===== src/hdl/anc_pkg.sv =====
// shared types and constants of the arp neighbour cache
package anc_pkg;

  localparam int HANDLE_W  = 8;
  localparam int CFG_IDX_W = 2;

  localparam logic [31:0] LOCAL_IP_RST = 32'd40020160;
  localparam logic [31:0] NET_MASK_RST = 32'd16777215;
  localparam logic [31:0] GATEWAY_RST  = 32'd23242944;

  localparam logic [31:0] BCAST_IP  = 32'hffff_ffff;
  localparam logic [47:0] BCAST_MAC = 48'hffff_ffff_ffff;

  localparam logic [CFG_IDX_W-1:0] CFG_LOCAL_IP   = 2'd0;
  localparam logic [CFG_IDX_W-1:0] CFG_NET_MASK   = 2'd1;
  localparam logic [CFG_IDX_W-1:0] CFG_GATEWAY_IP = 2'd2;

  localparam logic ACT_SEND   = 1'b0;
  localparam logic ACT_UPDATE = 1'b1;

  localparam logic [1:0] ST_EMPTY   = 2'd0;
  localparam logic [1:0] ST_PENDING = 2'd1;
  localparam logic [1:0] ST_VALID   = 2'd2;

  typedef enum logic [1:0] {
    KIND_TX  = 2'd0,
    KIND_ARP = 2'd1,
    KIND_REL = 2'd2
  } kind_t;

  typedef enum logic [2:0] {
    S_IDLE,
    S_SCAN,
    S_WB,
    S_EMIT,
    S_SHPRE,
    S_SHIFT,
    S_FRONT
  } state_t;

  typedef struct packed {
    logic [31:0] local_ip;
    logic [31:0] net_mask;
    logic [31:0] gateway_ip;
  } cfg_t;

  typedef struct packed {
    kind_t                kind;
    logic [HANDLE_W-1:0]  handle;
    logic [47:0]          mac;
    logic [31:0]          ip;
    logic                 last;
  } res_t;

  typedef struct packed {
    logic idle;
    logic push;
    logic push_last;
  } stat_t;

endpackage


===== src/hdl/anc_ifs.sv =====
// handshake channel interfaces of the arp neighbour cache
interface anc_cmd_if;
  logic                          valid;
  logic                          ready;
  logic                          action;
  logic [31:0]                   ip_addr;
  logic [47:0]                   mac_addr;
  logic [anc_pkg::HANDLE_W-1:0]  pkt_handle;
  modport source (output valid, action, ip_addr, mac_addr, pkt_handle, input ready);
  modport sink (input valid, action, ip_addr, mac_addr, pkt_handle, output ready);
endinterface

interface anc_res_if;
  logic                          valid;
  logic                          ready;
  logic [1:0]                    kind;
  logic [anc_pkg::HANDLE_W-1:0]  out_handle;
  logic [47:0]                   dest_mac;
  logic [31:0]                   target_ip;
  logic                          last;
  modport source (output valid, kind, out_handle, dest_mac, target_ip, last, input ready);
  modport sink (input valid, kind, out_handle, dest_mac, target_ip, last, output ready);
endinterface

interface anc_cfg_if;
  logic                           valid;
  logic                           ready;
  logic [anc_pkg::CFG_IDX_W-1:0]  index;
  logic [31:0]                    data;
  modport source (output valid, index, data, input ready);
  modport sink (input valid, index, data, output ready);
endinterface


===== src/hdl/anc_ram.sv =====
// generic single-write, single-read ram with registered read data
module anc_ram #(
  parameter int WIDTH = 8,
  parameter int DEPTH = 8
) (
  input  logic                     clk,
  input  logic                     we,
  input  logic [$clog2(DEPTH)-1:0] waddr,
  input  logic [WIDTH-1:0]         wdata,
  input  logic [$clog2(DEPTH)-1:0] raddr,
  output logic [WIDTH-1:0]         rdata
);

  logic [WIDTH-1:0] mem [DEPTH];

  always_ff @(posedge clk) begin
    if (we) begin
      mem[waddr] <= wdata;
    end
    rdata <= mem[raddr];
  end

endmodule


===== src/hdl/anc_outq.sv =====
// two-item result queue between the controller and the result channel
module anc_outq (
  input  logic            clk,
  input  logic            rst,
  input  logic            push_vld,
  input  anc_pkg::res_t   push_res,
  output logic            push_rdy,
  anc_res_if.source       res
);

  anc_pkg::res_t slot [2];
  logic          wptr;
  logic          rptr;
  logic [1:0]    count;
  logic          push;
  logic          pop;

  assign push_rdy = (count != 2'd2);
  assign push     = push_vld && push_rdy;
  assign pop      = res.valid && res.ready;

  always_ff @(posedge clk) begin
    if (rst) begin
      wptr  <= 1'b0;
      rptr  <= 1'b0;
      count <= 2'd0;
    end else begin
      if (push) begin
        wptr <= ~wptr;
      end
      if (pop) begin
        rptr <= ~rptr;
      end
      count <= count + {1'b0, push} - {1'b0, pop};
    end
  end

  always_ff @(posedge clk) begin
    if (push) begin
      slot[wptr] <= push_res;
    end
  end

  assign res.valid      = (count != 2'd0);
  assign res.kind       = slot[rptr].kind;
  assign res.out_handle = slot[rptr].handle;
  assign res.dest_mac   = slot[rptr].mac;
  assign res.target_ip  = slot[rptr].ip;
  assign res.last       = slot[rptr].last;

endmodule


===== src/hdl/anc_ctrl.sv =====
// lookup, write-back and recency controller around the entry and order rams
module anc_ctrl #(
  parameter int ENTRIES     = 8,
  parameter int HANDLE_BITS = 8
) (
  input  logic             clk,
  input  logic             rst,
  input  anc_pkg::cfg_t    cfg_regs,
  anc_cmd_if.sink          cmd,
  output logic             push_vld,
  output anc_pkg::res_t    push_res,
  input  logic             push_rdy,
  output anc_pkg::stat_t   stat
);

  localparam int IW = $clog2(ENTRIES);
  localparam logic [IW-1:0] LAST_POS = IW'(ENTRIES - 1);

  typedef struct packed {
    logic [31:0]            ip;
    logic [47:0]            mac;
    logic [1:0]             status;
    logic [HANDLE_BITS-1:0] parked;
  } ent_t;

  localparam int EW = $bits(ent_t);

  anc_pkg::state_t state;
  anc_pkg::state_t state_next;

  logic                     act_q;
  logic [31:0]              ip_q;
  logic [47:0]              mac_q;
  logic [HANDLE_BITS-1:0]   hnd_q;
  logic                     bcast_q;

  logic [IW-1:0]            ra_pos;
  logic                     iss;
  logic                     a_vld;
  logic [IW-1:0]            a_pos;
  logic                     b_vld;
  logic [IW-1:0]            b_pos;
  logic [IW-1:0]            b_e;
  logic                     hit_q;
  logic [IW-1:0]            pos_q;
  logic [IW-1:0]            e_q;
  ent_t                     ent_q;
  logic                     k_q;
  logic [IW-1:0]            wp;

  logic [ENTRIES-1:0]       ent_vld;
  logic [ENTRIES-1:0]       ord_vld;

  logic [IW-1:0]            ord_raddr;
  logic [IW-1:0]            ord_raddr_q;
  logic [IW-1:0]            ord_rdata;
  logic [IW-1:0]            ord_sub;
  logic                     ord_we;
  logic [IW-1:0]            ord_waddr;
  logic [IW-1:0]            ord_wdata;

  logic [EW-1:0]            ent_rdata;
  ent_t                     ent_sub;
  logic                     ent_we;
  ent_t                     ent_wdata;

  logic [HANDLE_BITS-1:0]   hnd_in;
  logic [anc_pkg::HANDLE_W-1:0] hnd_out;
  logic [anc_pkg::HANDLE_W-1:0] pk_out;
  logic [31:0]              nh;
  logic                     accept;
  logic                     match;
  logic                     c_done;
  logic                     st_pend;
  logic                     st_valid;
  logic                     mv;
  logic                     wb_need;
  logic [1:0]               n_res;
  anc_pkg::res_t            res_a;
  anc_pkg::res_t            res_b;
  anc_pkg::state_t          after_emit;

  // handle width conversion
  for (genvar gi = 0; gi < HANDLE_BITS; gi++) begin : g_hin
    if (gi < anc_pkg::HANDLE_W) begin : g_b
      assign hnd_in[gi] = cmd.pkt_handle[gi];
    end else begin : g_z
      assign hnd_in[gi] = 1'b0;
    end
  end

  for (genvar go = 0; go < anc_pkg::HANDLE_W; go++) begin : g_hout
    if (go < HANDLE_BITS) begin : g_b
      assign hnd_out[go] = hnd_q[go];
      assign pk_out[go]  = ent_q.parked[go];
    end else begin : g_z
      assign hnd_out[go] = 1'b0;
      assign pk_out[go]  = 1'b0;
    end
  end

  anc_ram #(.WIDTH(IW), .DEPTH(ENTRIES)) u_ord_ram (
    .clk   (clk),
    .we    (ord_we),
    .waddr (ord_waddr),
    .wdata (ord_wdata),
    .raddr (ord_raddr),
    .rdata (ord_rdata)
  );

  anc_ram #(.WIDTH(EW), .DEPTH(ENTRIES)) u_ent_ram (
    .clk   (clk),
    .we    (ent_we),
    .waddr (e_q),
    .wdata (ent_wdata),
    .raddr (ord_sub),
    .rdata (ent_rdata)
  );

  // next hop: gateway for off-subnet destinations
  assign nh = ((cmd.ip_addr & cfg_regs.net_mask) != (cfg_regs.local_ip & cfg_regs.net_mask))
              ? cfg_regs.gateway_ip : cmd.ip_addr;
  assign accept = cmd.valid && cmd.ready;

  // unwritten order slots hold their own position, unwritten entries read as zero
  assign ord_sub = ord_vld[ord_raddr_q] ? ord_rdata : ord_raddr_q;
  assign ent_sub = ent_vld[b_e] ? ent_t'(ent_rdata) : '0;
  assign match   = (ent_sub.ip == ip_q);
  assign c_done  = b_vld && (match || (b_pos == LAST_POS));

  assign st_pend  = (ent_q.status == anc_pkg::ST_PENDING);
  assign st_valid = (ent_q.status == anc_pkg::ST_VALID);
  assign mv       = !bcast_q && (((act_q == anc_pkg::ACT_SEND) && !hit_q)
                    || ((act_q == anc_pkg::ACT_UPDATE) && hit_q));
  assign wb_need  = ((act_q == anc_pkg::ACT_SEND) && !(hit_q && st_valid))
                    || ((act_q == anc_pkg::ACT_UPDATE) && hit_q);

  always_comb begin
    if (!mv) begin
      after_emit = anc_pkg::S_IDLE;
    end else if (pos_q == '0) begin
      after_emit = anc_pkg::S_FRONT;
    end else begin
      after_emit = anc_pkg::S_SHPRE;
    end
  end

  // results of the item
  always_comb begin
    res_a = '0;
    res_b = '0;
    n_res = 2'd0;
    if (act_q == anc_pkg::ACT_SEND) begin
      if (bcast_q) begin
        res_a.kind   = anc_pkg::KIND_TX;
        res_a.handle = hnd_out;
        res_a.mac    = anc_pkg::BCAST_MAC;
        n_res        = 2'd1;
      end else if (hit_q && st_valid) begin
        res_a.kind   = anc_pkg::KIND_TX;
        res_a.handle = hnd_out;
        res_a.mac    = ent_q.mac;
        n_res        = 2'd1;
      end else if (st_pend) begin
        res_a.kind   = anc_pkg::KIND_REL;
        res_a.handle = pk_out;
        res_b.kind   = anc_pkg::KIND_ARP;
        res_b.ip     = ip_q;
        n_res        = 2'd2;
      end else begin
        res_a.kind   = anc_pkg::KIND_ARP;
        res_a.ip     = ip_q;
        n_res        = 2'd1;
      end
    end else if (hit_q && st_pend) begin
      res_a.kind   = anc_pkg::KIND_TX;
      res_a.handle = pk_out;
      res_a.mac    = mac_q;
      n_res        = 2'd1;
    end
  end

  always_comb begin
    push_res      = k_q ? res_b : res_a;
    push_res.last = k_q || (n_res == 2'd1);
  end

  always_comb begin
    if (act_q == anc_pkg::ACT_SEND) begin
      ent_wdata.ip     = ip_q;
      ent_wdata.mac    = ent_q.mac;
      ent_wdata.status = anc_pkg::ST_PENDING;
      ent_wdata.parked = hnd_q;
    end else begin
      ent_wdata.ip     = ent_q.ip;
      ent_wdata.mac    = mac_q;
      ent_wdata.status = anc_pkg::ST_VALID;
      ent_wdata.parked = ent_q.parked;
    end
  end

  // next state
  always_comb begin
    state_next = state;
    unique case (state)
      anc_pkg::S_IDLE: begin
        if (cmd.valid) begin
          if ((cmd.action == anc_pkg::ACT_SEND) && (nh == anc_pkg::BCAST_IP)) begin
            state_next = anc_pkg::S_EMIT;
          end else begin
            state_next = anc_pkg::S_SCAN;
          end
        end
      end
      anc_pkg::S_SCAN: begin
        if (c_done) begin
          state_next = anc_pkg::S_WB;
        end
      end
      anc_pkg::S_WB: begin
        if (n_res != 2'd0) begin
          state_next = anc_pkg::S_EMIT;
        end else begin
          state_next = after_emit;
        end
      end
      anc_pkg::S_EMIT: begin
        if (push_rdy && (k_q || (n_res == 2'd1))) begin
          state_next = after_emit;
        end
      end
      anc_pkg::S_SHPRE: state_next = anc_pkg::S_SHIFT;
      anc_pkg::S_SHIFT: begin
        if (wp == IW'(1)) begin
          state_next = anc_pkg::S_FRONT;
        end
      end
      anc_pkg::S_FRONT: state_next = anc_pkg::S_IDLE;
      default: state_next = anc_pkg::S_IDLE;
    endcase
  end

  // outputs of the state machine
  always_comb begin
    cmd.ready = 1'b0;
    push_vld  = 1'b0;
    ent_we    = 1'b0;
    ord_we    = 1'b0;
    ord_waddr = wp;
    ord_wdata = ord_sub;
    ord_raddr = ra_pos;
    unique case (state)
      anc_pkg::S_IDLE:  cmd.ready = 1'b1;
      anc_pkg::S_SCAN:  ord_raddr = ra_pos;
      anc_pkg::S_WB:    ent_we = wb_need;
      anc_pkg::S_EMIT:  push_vld = 1'b1;
      anc_pkg::S_SHPRE: ord_raddr = wp - IW'(1);
      anc_pkg::S_SHIFT: begin
        ord_we    = 1'b1;
        ord_raddr = (wp == IW'(1)) ? '0 : wp - IW'(2);
      end
      anc_pkg::S_FRONT: begin
        ord_we    = 1'b1;
        ord_waddr = '0;
        ord_wdata = e_q;
      end
      default: cmd.ready = 1'b0;
    endcase
  end

  always_ff @(posedge clk) begin
    if (rst) begin
      state   <= anc_pkg::S_IDLE;
      iss     <= 1'b0;
      a_vld   <= 1'b0;
      b_vld   <= 1'b0;
      k_q     <= 1'b0;
      ent_vld <= '0;
      ord_vld <= '0;
    end else begin
      state <= state_next;
      if (accept) begin
        iss   <= 1'b1;
        a_vld <= 1'b0;
        b_vld <= 1'b0;
        k_q   <= 1'b0;
      end else if (state == anc_pkg::S_SCAN) begin
        a_vld <= iss && !c_done;
        b_vld <= a_vld && !c_done;
        if (c_done || (iss && (ra_pos == LAST_POS))) begin
          iss <= 1'b0;
        end
      end
      if (push_vld && push_rdy) begin
        k_q <= ~k_q;
      end
      if (ent_we) begin
        ent_vld[e_q] <= 1'b1;
      end
      if (ord_we) begin
        ord_vld[ord_waddr] <= 1'b1;
      end
    end
  end

  always_ff @(posedge clk) begin
    ord_raddr_q <= ord_raddr;
    if (accept) begin
      act_q   <= cmd.action;
      ip_q    <= (cmd.action == anc_pkg::ACT_SEND) ? nh : cmd.ip_addr;
      mac_q   <= cmd.mac_addr;
      hnd_q   <= hnd_in;
      bcast_q <= (cmd.action == anc_pkg::ACT_SEND) && (nh == anc_pkg::BCAST_IP);
      ra_pos  <= '0;
    end
    if (state == anc_pkg::S_SCAN) begin
      if (iss && (ra_pos != LAST_POS)) begin
        ra_pos <= ra_pos + IW'(1);
      end
      a_pos <= ra_pos;
      b_pos <= a_pos;
      b_e   <= ord_sub;
      if (c_done) begin
        hit_q <= match;
        pos_q <= b_pos;
        e_q   <= b_e;
        ent_q <= ent_sub;
        wp    <= b_pos;
      end
    end
    if (state == anc_pkg::S_SHIFT) begin
      wp <= wp - IW'(1);
    end
  end

  assign stat.idle      = (state == anc_pkg::S_IDLE);
  assign stat.push      = push_vld && push_rdy;
  assign stat.push_last = push_res.last;

endmodule


===== src/hdl/arp_neighbor_cache_lru.sv =====
// top level of the arp neighbour cache with move-to-front recency order
//
//  channel  role    payload
//  cfg      sink    index, data (local_ip, net_mask, gateway_ip)
//  cmd      sink    action, ip_addr, mac_addr, pkt_handle
//  res      source  kind, out_handle, dest_mac, target_ip, last
//
// one item at a time; a broadcast next hop skips the lookup and goes straight to its result
// lookup walks the order ram from the front until a hit or the last recency position,
// then a write-back step, the results, and, when an entry moves to the front, a rewrite
// of the order ram that shifts the entries ahead of it back by one and puts it at the front
// reset is immediate, valid bits stand in for the cleared entry and order rams
// a full two-item result queue holds the controller; cfg is always ready
module arp_neighbor_cache_lru #(
  parameter int ENTRIES     = 8,
  parameter int HANDLE_BITS = 8
) (
  input  logic      clk,
  input  logic      rst,
  anc_cfg_if.sink   cfg,
  anc_cmd_if.sink   cmd,
  anc_res_if.source res
);

  anc_pkg::cfg_t  cfg_q;
  anc_pkg::res_t  push_res;
  anc_pkg::stat_t stat;
  logic           push_vld;
  logic           push_rdy;

  assign cfg.ready = 1'b1;

  always_ff @(posedge clk) begin
    if (rst) begin
      cfg_q.local_ip   <= anc_pkg::LOCAL_IP_RST;
      cfg_q.net_mask   <= anc_pkg::NET_MASK_RST;
      cfg_q.gateway_ip <= anc_pkg::GATEWAY_RST;
    end else if (cfg.valid) begin
      unique case (cfg.index)
        anc_pkg::CFG_LOCAL_IP:   cfg_q.local_ip   <= cfg.data;
        anc_pkg::CFG_NET_MASK:   cfg_q.net_mask   <= cfg.data;
        anc_pkg::CFG_GATEWAY_IP: cfg_q.gateway_ip <= cfg.data;
        default: cfg_q <= cfg_q;
      endcase
    end
  end

  anc_ctrl #(.ENTRIES(ENTRIES), .HANDLE_BITS(HANDLE_BITS)) u_ctrl (
    .clk      (clk),
    .rst      (rst),
    .cfg_regs (cfg_q),
    .cmd      (cmd),
    .push_vld (push_vld),
    .push_res (push_res),
    .push_rdy (push_rdy),
    .stat     (stat)
  );

  anc_outq u_outq (
    .clk      (clk),
    .rst      (rst),
    .push_vld (push_vld),
    .push_res (push_res),
    .push_rdy (push_rdy),
    .res      (res)
  );

  // the controller is busy in the cycle after it accepts an item
  a_busy_after_accept: assert property (@(posedge clk) disable iff (rst)
    cmd.valid && cmd.ready |=> !stat.idle)
    else $error("controller idle right after accepting an item");

  // the first of two results never ends the item
  a_pair_holds_busy: assert property (@(posedge clk) disable iff (rst)
    stat.push && !stat.push_last |=> !stat.idle)
    else $error("controller left before the final result");

  // results are pushed only while the controller is at work
  a_push_busy: assert property (@(posedge clk) disable iff (rst)
    stat.push |-> !stat.idle && !cmd.ready)
    else $error("result pushed while idle");

endmodule

===== src/flat_wrapper.sv =====
// flat-port wrapper written by rule: the top's interface ports become plain ports
module arp_neighbor_cache_lru_flat 
#(
  parameter int ENTRIES     = 8,
  parameter int HANDLE_BITS = 8
)
  (clk, rst, cfg_valid, cfg_index, cfg_data, cfg_ready, cmd_valid, cmd_action, cmd_ip_addr, cmd_mac_addr, cmd_pkt_handle, cmd_ready, res_valid, res_kind, res_out_handle, res_dest_mac, res_target_ip, res_last, res_ready);
  anc_cfg_if cfg_i ();
  anc_cmd_if cmd_i ();
  anc_res_if res_i ();
  input  logic clk;
  input  logic rst;
  input wire logic [$bits(cfg_i.valid)-1:0] cfg_valid;
  input wire logic [$bits(cfg_i.index)-1:0] cfg_index;
  input wire logic [$bits(cfg_i.data)-1:0] cfg_data;
  output wire logic [$bits(cfg_i.ready)-1:0] cfg_ready;
  input wire logic [$bits(cmd_i.valid)-1:0] cmd_valid;
  input wire logic [$bits(cmd_i.action)-1:0] cmd_action;
  input wire logic [$bits(cmd_i.ip_addr)-1:0] cmd_ip_addr;
  input wire logic [$bits(cmd_i.mac_addr)-1:0] cmd_mac_addr;
  input wire logic [$bits(cmd_i.pkt_handle)-1:0] cmd_pkt_handle;
  output wire logic [$bits(cmd_i.ready)-1:0] cmd_ready;
  output wire logic [$bits(res_i.valid)-1:0] res_valid;
  output wire logic [$bits(res_i.kind)-1:0] res_kind;
  output wire logic [$bits(res_i.out_handle)-1:0] res_out_handle;
  output wire logic [$bits(res_i.dest_mac)-1:0] res_dest_mac;
  output wire logic [$bits(res_i.target_ip)-1:0] res_target_ip;
  output wire logic [$bits(res_i.last)-1:0] res_last;
  input wire logic [$bits(res_i.ready)-1:0] res_ready;
  assign cfg_i.valid = cfg_valid;
  assign cfg_i.index = cfg_index;
  assign cfg_i.data = cfg_data;
  assign cfg_ready = cfg_i.ready;
  assign cmd_i.valid = cmd_valid;
  assign cmd_i.action = cmd_action;
  assign cmd_i.ip_addr = cmd_ip_addr;
  assign cmd_i.mac_addr = cmd_mac_addr;
  assign cmd_i.pkt_handle = cmd_pkt_handle;
  assign cmd_ready = cmd_i.ready;
  assign res_valid = res_i.valid;
  assign res_kind = res_i.kind;
  assign res_out_handle = res_i.out_handle;
  assign res_dest_mac = res_i.dest_mac;
  assign res_target_ip = res_i.target_ip;
  assign res_last = res_i.last;
  assign res_i.ready = res_ready;
  arp_neighbor_cache_lru #(.ENTRIES(ENTRIES), .HANDLE_BITS(HANDLE_BITS)) u_core (.clk(clk), .rst(rst), .cfg(cfg_i), .cmd(cmd_i), .res(res_i));
endmodule

===== config.mk =====
export PLATFORM = sky130hd
export DESIGN_NAME = arp_neighbor_cache_lru_flat
export DESIGN_NICKNAME = d
export VERILOG_FILES = /design/src/hdl/anc_pkg.sv /design/src/hdl/anc_ifs.sv /design/src/hdl/anc_ram.sv /design/src/hdl/anc_outq.sv /design/src/hdl/anc_ctrl.sv /design/src/hdl/arp_neighbor_cache_lru.sv /design/src/flat_wrapper.sv
export SDC_FILE = /design/constraint.sdc
export NUM_CORES = 2
export LEC_CHECK = 0
export ABC_AREA = 1
export BUFFER_PORTS_ARGS = -buffer_cell sky130_fd_sc_hd__buf_4
export CAP_MARGIN = 30
export CORE_MARGIN = 2
export CORE_UTILIZATION = 47
export DETAILED_ROUTE_END_ITERATION = 10
export GPL_ROUTABILITY_DRIVEN = 0
export GPL_TIMING_DRIVEN = 0
export HOLD_SLACK_MARGIN = 0.06
export RECOVER_POWER = 100
export SLEW_MARGIN = 5
export SYNTH_ARGS = -nofsm -noshare
export SYNTH_HDL_FRONTEND = slang
export SYNTH_SLANG_ARGS = --single-unit

===== constraint.sdc =====
create_clock -name clk -period 11.52 [get_ports clk]
set_input_delay 2.304 -clock clk [delete_from_list [all_inputs] [get_ports clk]]
set_output_delay 2.304 -clock clk [all_outputs]
set_load 0.02 [all_outputs]

### Word-level counts from Yosys, hierarchy flattened

Memory sizes are Yosys's and may differ from the RTL's. A register that Yosys moved wholly into a read port is not among the register bits.
Cells that the tools add are included.

* register bits: 328
* memory bits (writable): 926
* logic and storage cells: 196
* memories: 3

* $add $sub $neg: 5
* $lt $le $gt $ge: 6
* equal/unequal tests: 23
* mux-type cells: 73
* bitwise logic cells: 9
* reduce and logical (&&, ||, !) cells: 46

Memories
* u_core.u_ctrl.u_ent_ram.mem: words 8, bits a word 90, rd ports 1, clocked after memory_dff 1, wr ports 1, line anc_ram.sv:14 `logic [WIDTH-1:0] mem [DEPTH];`
* u_core.u_outq.slot: words 2, bits a word 91, rd ports 1, clocked after memory_dff 1, wr ports 1, line anc_outq.sv:11 `anc_pkg::res_t slot [2];`
* u_core.u_ctrl.u_ord_ram.mem: words 8, bits a word 3, rd ports 1, clocked after memory_dff 1, wr ports 1, line anc_ram.sv:14

Operators by type and width (count)
* 32-bit 2-to-1 mux: 10
* 90-bit 2-to-1 mux: 2
* 58-bit 2-to-1 mux: 2
* 91-bit 2-to-1 mux: 1
* 32-bit bitwise AND: 2
* 56-bit 2-to-1 mux: 1
* 3-bit 2-to-1 mux: 16
* 48-bit 2-to-1 mux: 1
* 32-bit equality test: 1
* 32-bit equality test, second input constant: 1
* 32-bit inequality test: 1
* 1-bit 2-to-1 mux: 26
* 1-bit logical AND: 18
* 3-bit case mux with 6 select lines: 1
* 3-bit by 4-bit less-than comparator with 1-bit output, second input constant: 4
* 8-bit bitwise OR: 2
* 3-bit equality test, second input constant: 5
* 2-bit nonzero test: 7
* 2-bit 2-to-1 mux: 6
* 2-bit AND reduction: 6
* 10-bit 2-to-1 mux: 1
* 2-bit inequality test, second input constant: 5
* 8-bit 2-to-1 mux: 1
* 1-bit binary-select mux with 3-bit select: 2
* 20 further kinds: 40

### Depth between registers and ports, before layout

* word-level depth: 10
* mapped depth: 21

### Hierarchy

From an unflattened synthesis, not the netlist that was laid out.

* cell total of the unflattened synthesis: 5918
* area, all modules: 58557.4 um2

Modules (own cells, without submodules)
* anc_ram (u_core.u_ctrl.u_ent_ram): instances 1, cells each 3217, area each 33173.1 um2
* anc_ctrl: instances 1, cells each 1716, area each 12962.4 um2
* anc_outq: instances 1, cells each 319, area each 7257.0 um2
* arp_neighbor_cache_lru: instances 1, cells each 542, area each 3987.6 um2
* anc_ram (u_core.u_ctrl.u_ord_ram): instances 1, cells each 124, area each 1177.4 um2

### Worst setup path before layout

Ideal clock, no wire load.

* path kind: input port to flip-flop
* start: input cmd_valid
* end: register u_core.u_ctrl.k_q
* arrival: 7065 ps
* slack: 4318 ps
* stages: 5
* buffers on the path: 0
* cell sequence: inv_1 -> nor2_1 -> inv_1 -> a21oi_1 -> a211oi_1

* cells in the longest elaborated chain, start to end: 2

RTL lines
* from (decl): line flat_wrapper.sv:17 `input wire logic [$bits(cmd_i.valid)-1:0] cmd_valid;`
* 1-bit logical AND: line anc_ctrl.sv:123 `assign accept = cmd.valid && cmd.ready;`
* net u_core.u_ctrl.accept: line anc_ctrl.sv:71 `logic accept;`
* 2-bit nonzero test (no line)
* to (signal assigned): line anc_ctrl.sv:295 `k_q <= ~k_q;`
* to (decl): line anc_ctrl.sv:48 `logic k_q;`

The timed path passes the listed nets, and every way through them passes these cells.
A chain may end at the register's enable or synchronous reset.

### Final worst setup path

* start: register u_core.u_ctrl.act_q
* end: memory u_core.u_ctrl.u_ent_ram.mem[2][23] in the netlist's numbering, enable pin

* cells in the longest elaborated chain, start to end: 6
* elaborated cells between the ends (all ways): 7
* those cells by class: 3 x mux; 1 x bitwise; 3 x reduce/logical

RTL lines
* from (decl): line anc_ctrl.sv:31 `logic act_q;`
* from (signal assigned): line anc_ctrl.sv:309 `act_q <= cmd.action;`
* 1-bit NOT
* 1-bit logical AND: line anc_ctrl.sv:135 `assign wb_need = ((act_q == anc_pkg::ACT_SEND) && !(hit_q && st_valid))`
* 1-bit logical OR (*): line anc_ctrl.sv:136 `|| ((act_q == anc_pkg::ACT_UPDATE) && hit_q);`
* 1-bit 2-to-1 mux (*): line anc_ctrl.sv:252 `unique case (state)`
* 1-bit 2-to-1 mux (*): line anc_ram.sv:17 `if (we) begin`
* 1-bit 2-to-1 mux (implied by the code) (*): line anc_ram.sv:18 `mem[waddr] <= wdata;`
* to (decl): line anc_ram.sv:14

Every way passes the cells marked *; elsewhere a longest branch is shown, timed or not.

==> results.md <==
- Crit path cell chain: clkbuf_1, clkbuf_1, inv_1, a211oi_1, inv_1, nor2_1, inv_1, nor2_1, clkbuf_1, clkbuf_1, clkbuf_1, clkbuf_1
- # rows: ~120
- Combinational share of power: between 20% and 30%
- DRC Markers: 0
- Routed wire length per instance: approximately 22 um
- Period utilization: approximately 67%
- Clk_skew: roughly 0.028 ns
- Critical Path Sink Type: flip-flop
- Slew margin rel.: -45.8%
- Full die area: about 120,000 sq um
- Largest net degree at the start of global routing: 31
- # clock sinks: around 1.3k
- Sequential share of power: between 40% and 50%
- Via Count: ~35k
- Synth top area cells: edfxtp_1 63%, dfxtp_1 8.4%, o21ai_0 5.4%, nor2_1 4.1%, nand2_1 3.8%
- P_leak: around 22 nW
- DRT Pass-1 Iters: 6
- Psw: between 0.004 and 0.005 W
- Pint: a little under 0.01 W
- Worst vdd ir: roughly 160 uV
- Simple-Gate Fraction of Synth Area: between 9 and 10%
- Final period demand of the worst path: 7.75 ns
- Fmax: 0.129 GHz
- Postcts setup bufs: 0
- Layout cells sized above 1: a little under a tenth
- CTS tree: yes
- Met1 WL: between 60,000 and 70,000 um
- Top sig layer: met5
- Final setup fails: 0
- Gr usage total: ~24%
- Core area: roughly 110,000 sq um
- Post-synthesis compound-gate area fraction: between 10% and 20%
- Clock power frac: between 30% and 40%
- Sequential area share after synthesis: between 70% and 80%
- Syn_area_per_cell: roughly 12 sq um
- Adder-cell share of the synthesized area: 0.141%
- Syn Inst Count: about 4.4k
- PD cells: 239 nW/um^2
- DR WL met3: about 11,000 um
- Max Slew Vio Count: approximately 900
- EDFF count, synth: 1,125
- Final hold vios: 0
- Number of global-route vias before repair: between 30k and 40k
- Post-DP HPWL: slightly below 100,000 um
- Critical path's slowest cell: clkbuf_1
- First-pass GRT wire length: 212,000 um
- Filler cell count: around 9.6k
- Hold WC Path Type: reg2reg
- Synthesized net count: approximately 4.6k
- CP most frequent cell: clkbuf_1
- Die height: 341 um
- Starting density of the core: 47.3%
- Ports: 222
- Synth unique cells: 43
- Nets: ~5.0k
- Multi-input combinational cell area: between 10,000 and 15,000 sq um
- Die X: between 300 and 400 um
- Worst slew pin tran: between 2 and 2.5 ns
- Met2 WL: approximately 66,000 um
- Post-Syn Area: ~53,000 sq um
- Clock transition at path regs: roughly 0.06 ns
- Post-synthesis register bit count: around 1.3k
- Post-synthesis mux area share: under 10%
- Layout area overhead: 15.2%
- Clock root cell: clkbuf_16
- Synth area leader: edfxtp_1
- Total Negative Setup Slacks: 0 ns
- Clock buffer count from CTS: roughly 140
- Cts hold-fix bufs: 0
- Largest family of logic cells by synthesized area: compound AO/OA/AOI/OAI gates
- Max Root-Sink Buffers: 3
- Worst-Skew Late Latency: approximately 0.8 ns
- Synth Flop Type: edfxtp_1
- Area share of the largest cell type after synthesis: ~63%
- CP Class: reg2reg
- RSZ-0062 raised after global routing: false
- Critical Path AT: between 8 and 9 ns
- I/O Buffers: 220
- Crit-path max FO: 21
- Detailed router's first-iteration violation count: 3,741
- Post-Route WL: ~140,000 um
- Outcome: complete, but fails checks
- Failing checks: capacitance limit, slew limit
- Net Sw Frac: between 30% and 40%
- Critical Path Start Type: flip-flop
- Post-cts resize count: 0
- Worst EP required: about 12 ns
- Hold slack: around 0.42 ns
- Vias/cell: roughly 5.5
- Antenna Nets Post-Route: 0
- Max-Cap Viols: 36
- Initial antenna violation count: 2
- Synth warn: 0
- XOR/XNOR share of the synthesized area: less than 1%
- Worst path max stage delay: ~1.1 ns
- Ys async rst share: 0%
- Htree depth: 4
- Sequential cell area: roughly 38,000 sq um
- GRT overflow: 0
-- stage by stage --
| stage | util (%) | setup slack [ns] | area (sq um) | power (W) | std cells |
|---|---|---|---|---|---|
| finish | 54.5 | 3.77 | 61300 | 0.0147 | 6498 |
| global route | 54.5 | 3.38 | 61300 | 0.0153 | 6496 |
| CTS | 55.6 | 6.13 | 62500 | 0.0148 | 6475 |
| detailed placement | 51.5 | 6.78 | 58000 | 0.0104 | 6214 |
| global placement | 50.5 | 0.164 | 56800 | 0.0103 | 6152 |
| floorplan | - | 4.32 | 53300 | 0.00872 | 4432 |
-- power by group through the flow --
stage	combinational [W]	clock, W	sequential [W]
2_1_floorplan	0.00251	0	0.00621
3_3_place_gp	0.00401	0	0.00631
3_5_place_dp	0.00413	0	0.00626
4_1_cts	0.00415	0.00453	0.00616
5_1_grt	0.00444	0.00471	0.00620
6_report	0.00403	0.00447	0.00617
-- cell usage after synthesis (2+ instances only) --
cell and n:
dfxtp_1 223, a22oi_1 48, clkinv_1 7, or2_1 4
inv_1 320, a21oi_1 57, nand2_1 541, nand3_1 123
clkbuf_1 178, nand3_2 2, ha_1 6, nand3b_1 2
nor2_1 582, o21ai_0 576, a31oi_1 93, edfxtp_1 1125
o21ai_1 10, buf_1 12, o21bai_1 182, inv_2 9
buf_4 3, mux2_2 91, a221oi_1 2, a211oi_1 3
nor2_4 5, nand2_2 4, o22ai_1 93, nor4_1 3
o211ai_1 17, nor3_1 5, xor2_1 2, o21a_1 8
buf_2 64, nand4_1 23
-- flip-flops by register name (all words and copies together), names as in the netlist, 8 cells and up, named ones only --
register,cells
u_core.u_ctrl.ent_vld,8
u_core.u_ctrl.hnd_out,8
u_core.u_ctrl.ent_q,82
u_core.u_ctrl.u_ord_ram.mem,24
u_core.u_ctrl.u_ent_ram.rdata,90
u_core.cfg_q,96
u_core.u_ctrl.ord_vld,8
u_core.u_ctrl.u_ent_ram.mem,720
u_core.u_ctrl.mac_q,48
u_core.u_outq.slot,182
u_core.u_ctrl.pk_out,8
u_core.u_ctrl.ip_q,32
-- worst paths after layout --
path / cells after the start / from / slack [ns] / endpoint
worst max-delay path: 12 / u_core.u_ctrl.act_q / 3.77 / u_core.u_ctrl.u_ent_ram.mem[2][23]
worst min-delay path: 0 / u_core.u_ctrl.a_pos[2] / 0.42 / u_core.u_ctrl.b_pos[2]
worst max register to register: 12 / u_core.u_ctrl.act_q / 3.77 / u_core.u_ctrl.u_ent_ram.mem[2][23]
worst min register to register: 0 / u_core.u_ctrl.a_pos[2] / 0.42 / u_core.u_ctrl.b_pos[2]
-- critical path: cells and delay by family (launching register included) --
family / cells / cell delay [ns]
buf+inv: 9 / 5.88
flops: 1 / 0.57
simple gates: 2 / 0.55
compound gates: 1 / 0.31
-- final cells by class --
class                      count  share of cell area, %
antenna                        2                0.00816
buffer                       258                   1.66
clock buffer                 191                   6.49
clock inverter                70                  0.932
inverter                     336                   2.06
multi-input combinational   2490                   20.6
sequential                  1348                   62.3
tap                         1500                   3.06
timing repair buffer         303                   2.85
-- layer usage --
layer	up-vias	GRT usage, %
li1	16600	-
met4	2	7.98
met5	-	0
met2	1451	38.8
met1	17200	34.4
met3	257	4.02
-- layout by cell type, fill, tap and decap left out, drive strengths merged, types with 3 or more instances in the layout --
master	instances
bufinv	5
nor2	588
clkbuf	598
nor4	3
or2	6
inv	340
o21a	8
a211oi	4
nand2	546
o21bai	182
nor3	6
o22ai	93
ha	6
nand3	125
a31oi	93
mux2	91
nand4	23
a21oi	57
o21ai	586
o211ai	17
a22oi	48
dfxtp	223
buf	154
edfxtp	1125
clkinv	59
-- logic make-up (layout without fill, tap and decap cells) --
kind of cell,Yosys count,count (layout)
simple gates,1300,1300
flops,1348,1348
xor+xnor,2,2
compound gates,1090,1090
buf+inv,594,1158
other cells,1,3
mux,91,91
fa+ha+maj,6,6
No activity file was read; power rests on OpenSTA's default activity.
